**src/rtl/core/mfb_pkg.sv**
```systemverilog
// Package for the multichannel FIR filter bank core.
// Item payload types, command codes and field widths; no dependencies.
`timescale 1ns / 1ps

package mfb_pkg;

   // fixed field widths of the item payloads
   localparam int STATION_W = 2;
   localparam int BANK_W    = 8;
   localparam int TAP_W     = 4;
   localparam int FIELD_W   = 16;
   localparam int OUT_W     = 36;

   // command codes
   localparam logic CMD_FILTER = 1'b0;
   localparam logic CMD_COEF   = 1'b1;

   typedef struct packed {
      logic                        command;
      logic [STATION_W-1:0]        in_station;
      logic [BANK_W-1:0]           in_bank;
      logic [TAP_W-1:0]            tap_index;
      logic signed [FIELD_W-1:0]   sample_re;
      logic signed [FIELD_W-1:0]   sample_im;
      logic signed [FIELD_W-1:0]   coefficient;
   } req_type;

   typedef struct packed {
      logic [STATION_W-1:0]        out_station;
      logic [BANK_W-1:0]           out_bank;
      logic signed [OUT_W-1:0]     filtered_re;
      logic signed [OUT_W-1:0]     filtered_im;
   } rsp_type;

   // control that travels with each tap through the multiply-accumulate unit
   typedef struct packed {
      logic valid;
      logic first;
      logic last;
   } mac_ctl_type;

endpackage

```
**src/rtl/core/mfb_mac.sv**
```systemverilog
// Shared complex-by-real multiply-accumulate unit of the FIR filter bank.
// Two-stage pipe: registered products, then accumulate; uses mfb_pkg.
`timescale 1ns / 1ps

module mfb_mac #(
   parameter int SAMPLE_WIDTH = 16,
   parameter int COEF_WIDTH   = 16,
   parameter int ACC_WIDTH    = 36
) (
   input  logic                          clock,
   input  logic                          reset,
   input  mfb_pkg::mac_ctl_type          ctl,
   input  logic signed [COEF_WIDTH-1:0]  coef,
   input  logic signed [SAMPLE_WIDTH-1:0] samp_re,
   input  logic signed [SAMPLE_WIDTH-1:0] samp_im,
   output logic signed [ACC_WIDTH-1:0]   acc_re,
   output logic signed [ACC_WIDTH-1:0]   acc_im,
   output logic                          done
);

   localparam int PROD_W = SAMPLE_WIDTH + COEF_WIDTH;

   mfb_pkg::mac_ctl_type         ctl_ff;
   logic signed [PROD_W-1:0]     prod_re_ff, prod_im_ff;
   logic signed [ACC_WIDTH-1:0]  acc_re_ff, acc_im_ff;
   logic signed [ACC_WIDTH-1:0]  acc_re_in, acc_im_in;
   logic                         done_ff;

   // product stage
   always_ff @(posedge clock) begin
      if (reset) begin
         ctl_ff <= '0;
      end else begin
         ctl_ff <= ctl;
      end
      prod_re_ff <= coef * samp_re;
      prod_im_ff <= coef * samp_im;
   end

   // accumulate, restarting on the first tap of an item
   always_comb begin
      if (ctl_ff.first) begin
         acc_re_in = ACC_WIDTH'(prod_re_ff);
         acc_im_in = ACC_WIDTH'(prod_im_ff);
      end else begin
         acc_re_in = acc_re_ff + ACC_WIDTH'(prod_re_ff);
         acc_im_in = acc_im_ff + ACC_WIDTH'(prod_im_ff);
      end
   end

   always_ff @(posedge clock) begin
      if (reset) begin
         done_ff <= 1'b0;
      end else begin
         done_ff <= ctl_ff.valid && ctl_ff.last;
      end
      if (ctl_ff.valid) begin
         acc_re_ff <= acc_re_in;
         acc_im_ff <= acc_im_in;
      end
   end

   assign acc_re = acc_re_ff;
   assign acc_im = acc_im_ff;
   assign done   = done_ff;

endmodule

```
**config.mk**
```make
export PLATFORM = sky130hd
export DESIGN_NAME = mfb_mac
export DESIGN_NICKNAME = d
export VERILOG_FILES = /design/src/rtl/core/mfb_pkg.sv /design/src/rtl/core/mfb_mac.sv
export SDC_FILE = /design/constraint.sdc
export NUM_CORES = 2
export LEC_CHECK = 0
export BUFFER_PORTS_ARGS = -buffer_cell sky130_fd_sc_hd__buf_4
export CELL_PAD_IN_SITES_DETAIL_PLACEMENT = 1
export CELL_PAD_IN_SITES_GLOBAL_PLACEMENT = 2
export CORE_MARGIN = 2
export CORE_UTILIZATION = 45
export DETAILED_ROUTE_END_ITERATION = 10
export MAX_ROUTING_LAYER = met4
export PLACE_DENSITY = 0.86
export SLEW_MARGIN = 20
export SYNTH_ARGS = -nofsm -noshare
export SYNTH_HDL_FRONTEND = slang
export SYNTH_SLANG_ARGS = --single-unit
```
**constraint.sdc**
```tcl
create_clock -name clock -period 15.6 [get_ports clock]
set_input_delay 2.34 -clock clock [delete_from_list [all_inputs] [get_ports clock]]
set_output_delay 2.34 -clock clock [all_outputs]
set_load 0.005 [all_outputs]
```
==> results.py <==
metrics = {
    "synthesis": {
        "synthArstFlopShare_pct": 0,
        "syn-num-nets": 3733,
        "yosys_warnings": 0,
        "yosys.area.top_type_share_pct": 38.7,
        "synth_flop_cell": "edfxtp_1",
        "synthCells": 2920,
        "yosys-top-cells-area": "fa_1, ha_1, inv_1",
        "synth_cell_types": 70,
        "syn_area_um2": 27200,
        "seq_area_frac_synth_pct": 13.0,
        "syn-mean-instance-area_um2": 9.31,
        "synth_edf_count": 72,
        "synth_top_area_cell": "fa_1",
        "ys_ff_latch": 140,
    },
    "placed_design": {
        "io_buffer_count": 125,
        "dp_hpwl_um": 55900,
        "place_ws_ns": 6.54,
        "place_congestion": 0.875,
        "dpl_cell_area_um2": 28800,
    },
    "sta": {
        "setup_viol": 0,
        "slew_viol_final": 0,
        "relSlewSlack_pct": 42.4,
        "whs_ns": 0.423,
        "hold_viol_final": 0,
        "fmax_ghz": 0.116,
        "period_share_pct": 55.1,
        "period_needed_ns": 8.59,
        "worst_slack_ns": 7.01,
        "rsz0062_at_grt": "no",
        "setup_tns_ns": 0,
        "tightest_slew_ns": 0.853,
        "fin_skew_ns": 0.0178,
    },
    "global_route": {
        "grt_pass1_wl_um": 115000,
        "overflow": 0,
        "track_usage_pct": 23.7,
        "antenna_found_initial": 3,
        "grt_max_degree": 66,
        "grt_pass1_vias": 22900,
    },
    "route": {
        "drtIter0Drc": 862,
        "dr.pass1.iters": 5,
        "vias": 20000,
        "routed_wirelength_um": 68300,
        "drc": 0,
        "avgRoutedWirePerCell_um": 18.1,
        "ant_nets": 0,
        "vias_per_cell": 5.31,
    },
    "cells_and_area": {
        "fillCellCount": 6876,
        "fin_area_um2": 29400,
        "area_growth_pct": 8.01,
        "final_common_cell": "inv_1",
        "drive_gt1_share_pct": 5.90,
        "seqCellArea_um2": 3530,
        "multi_input_area_um2": 21000,
        "most-common-layout-cells": "inv_1, fa_1, nand2_1",
        "nNetsFinal": 3785,
    },
    "setup_path": {
        "crit_path_end_kind": "flop",
        "worstReg2RegEnd": "acc_re[35]$_DFFE_PP_",
        "critPathCapture": "prod_re_ff[30]$_DFF_P_",
        "r2r_slack_ns": 11.76,
        "critPathKind": "in2reg",
        "start_kind": "primary input",
        "cp_max_fo": 32,
        "startpoint": "coef[10]",
        "reg2reg_depth": 11,
        "rr_startpoint": "acc_re[21]$_DFFE_PP_",
        "worstPathRequired_ns": 15.97,
        "worstPathArrival_ns": 8.96,
    },
    "cts": {
        "post_cts_resized": 0,
        "cts_setup_buffers": 0,
        "worstSkewPairLatency_ns": 0.47,
        "path_clk_slew_ns": 0.07,
        "clock-sinks": 140,
        "numCtsBuffers": 17,
        "cts-root-buf": "clkbuf_16",
        "ctsHoldBuffers": 0,
        "cts-htree-levels": 4,
        "cts_tree": "done",
        "cts_buffer_depth": 2,
    },
    "floorplanning": {
        "die_w_um": 250,
        "fp.dieArea_um2": 62400,
        "die_y_um": 250,
        "core-area_um2": 60000,
        "start_util_pct": 45.3,
        "ios": 126,
        "row_count": 90,
    },
    "flow_run": {
        "maxCapViolations": 0,
    },
    "hold_path": {
        "hp-class": "reg2reg",
    },
    "outcome": {
        "status": "finished, final reports clean",
    },
}
-- kinds of logic (layout without fill, tap and decap cells) --
logic type / Yosys count / count (layout) / share of synthesized area [%]
AND/OR/NAND/NOR: 805 / 805 / 14.5
adder cells (fa/ha/maj): 760 / 760 / 49.5
buffers and inverters: 705 / 770 / 9.77
AO/OA/AOI/OAI: 387 / 387 / 9.23
flip-flops: 140 / 140 / 13.0
XOR/XNOR: 114 / 114 / 3.67
multiplexers: 9 / 9 / 0.350
other: 0 / 3 / 0
-- flip-flops by register name (all words and copies together), names as in the netlist --
| register | cells |
|---|---|
| prod_im_ff | 32 |
| prod_re_ff | 32 |
| acc_im | 36 |
| acc_re | 36 |
| ctl_ff | 3 |
| done | 1 |
-- critical path, stage by stage --
cell,delay (ns)
buf_4,0.36
nand2_1,0.15
fa_1,0.52
fa_1,0.59
fa_1,0.46
fa_1,0.54
inv_1,0.05
fa_1,0.50
fa_1,0.41
ha_1,0.33
a21oi_1,0.24
nor2_1,0.09
a211oi_1,0.50
a21oi_1,0.22
o21ai_1,0.34
a31oi_1,0.19
o41ai_1,0.72
nor2_1,0.11
a311oi_1,0.24
-- area by class of cell --
| class | instances | share of cell area, % |
|---|---|---|
| inverter | 608 | 7.78 |
| clock inverter | 13 | 0.494 |
| clock buffer | 19 | 1.47 |
| sequential | 140 | 12.0 |
| timing repair buffer | 130 | 3.32 |
| antenna | 3 | 0.0256 |
| multi-input combinational | 2075 | 71.5 |
| tap | 782 | 3.33 |
-- worst min-delay path by stage --
stage	slack (ns)	startpoint	cells past startpoint	endpoint
floorplan	0.40	ctl_ff[0]$_SDFF_PP0_	2	done$_SDFF_PP0_
global route	0.43	ctl_ff[0]$_SDFF_PP0_	2	done$_SDFF_PP0_
CTS	0.43	ctl_ff[0]$_SDFF_PP0_	2	done$_SDFF_PP0_
global placement	0.40	ctl_ff[0]$_SDFF_PP0_	2	done$_SDFF_PP0_
finish	0.42	ctl_ff[0]$_SDFF_PP0_	2	done$_SDFF_PP0_
detailed placement	0.42	ctl_ff[0]$_SDFF_PP0_	2	done$_SDFF_PP0_
-- per-stage QoR --
stage,std cells,utilization (%)
detailed placement,3735,47.9
global placement,3735,47.9
finish,3770,48.9
CTS,3767,48.9
global route,3770,48.9
floorplan,2920,-
-- cell usage after synthesis, types with 3 or more instances --
library cell	number
nor3b_1	3
and2_1	254
nor2_1	86
a311oi_1	4
o21ai_0	52
o21bai_1	22
nor3_1	28
o21a_1	28
fa_1	526
mux2i_1	5
nand2b_1	21
a21o_1	40
ha_1	234
a211o_1	4
dfxtp_1	68
o311ai_1	4
nor4b_1	3
and3_1	9
nor2b_1	12
xor2_1	33
nand4_1	6
clkbuf_1	94
a221oi_1	4
a21oi_1	92
o2111ai_1	5
edfxtp_1	72
o31ai_1	17
a31oi_1	6
a211oi_1	14
o211ai_1	11
or2_2	5
o21ai_1	47
xnor2_1	81
o31a_1	6
nand3_1	28
inv_1	607
or3_1	5
nand2_1	335
o41ai_1	3
mux2_2	4
a2111oi_0	6
-- metal layers --
layer / global-route usage (%) / part of all wire [%] / vias up
li1: - / - / 9169
met1: 30.3 / 45 / 10500
met2: 40.9 / 51 / 277
met3: 2.44 / 2.6 / 58
met4: 4.72 / 1.4 / 0
met5: - / 0 / -
Power is not shown: default switching activity piles up to over one toggle a cycle in this logic, so the estimate is an artifact.
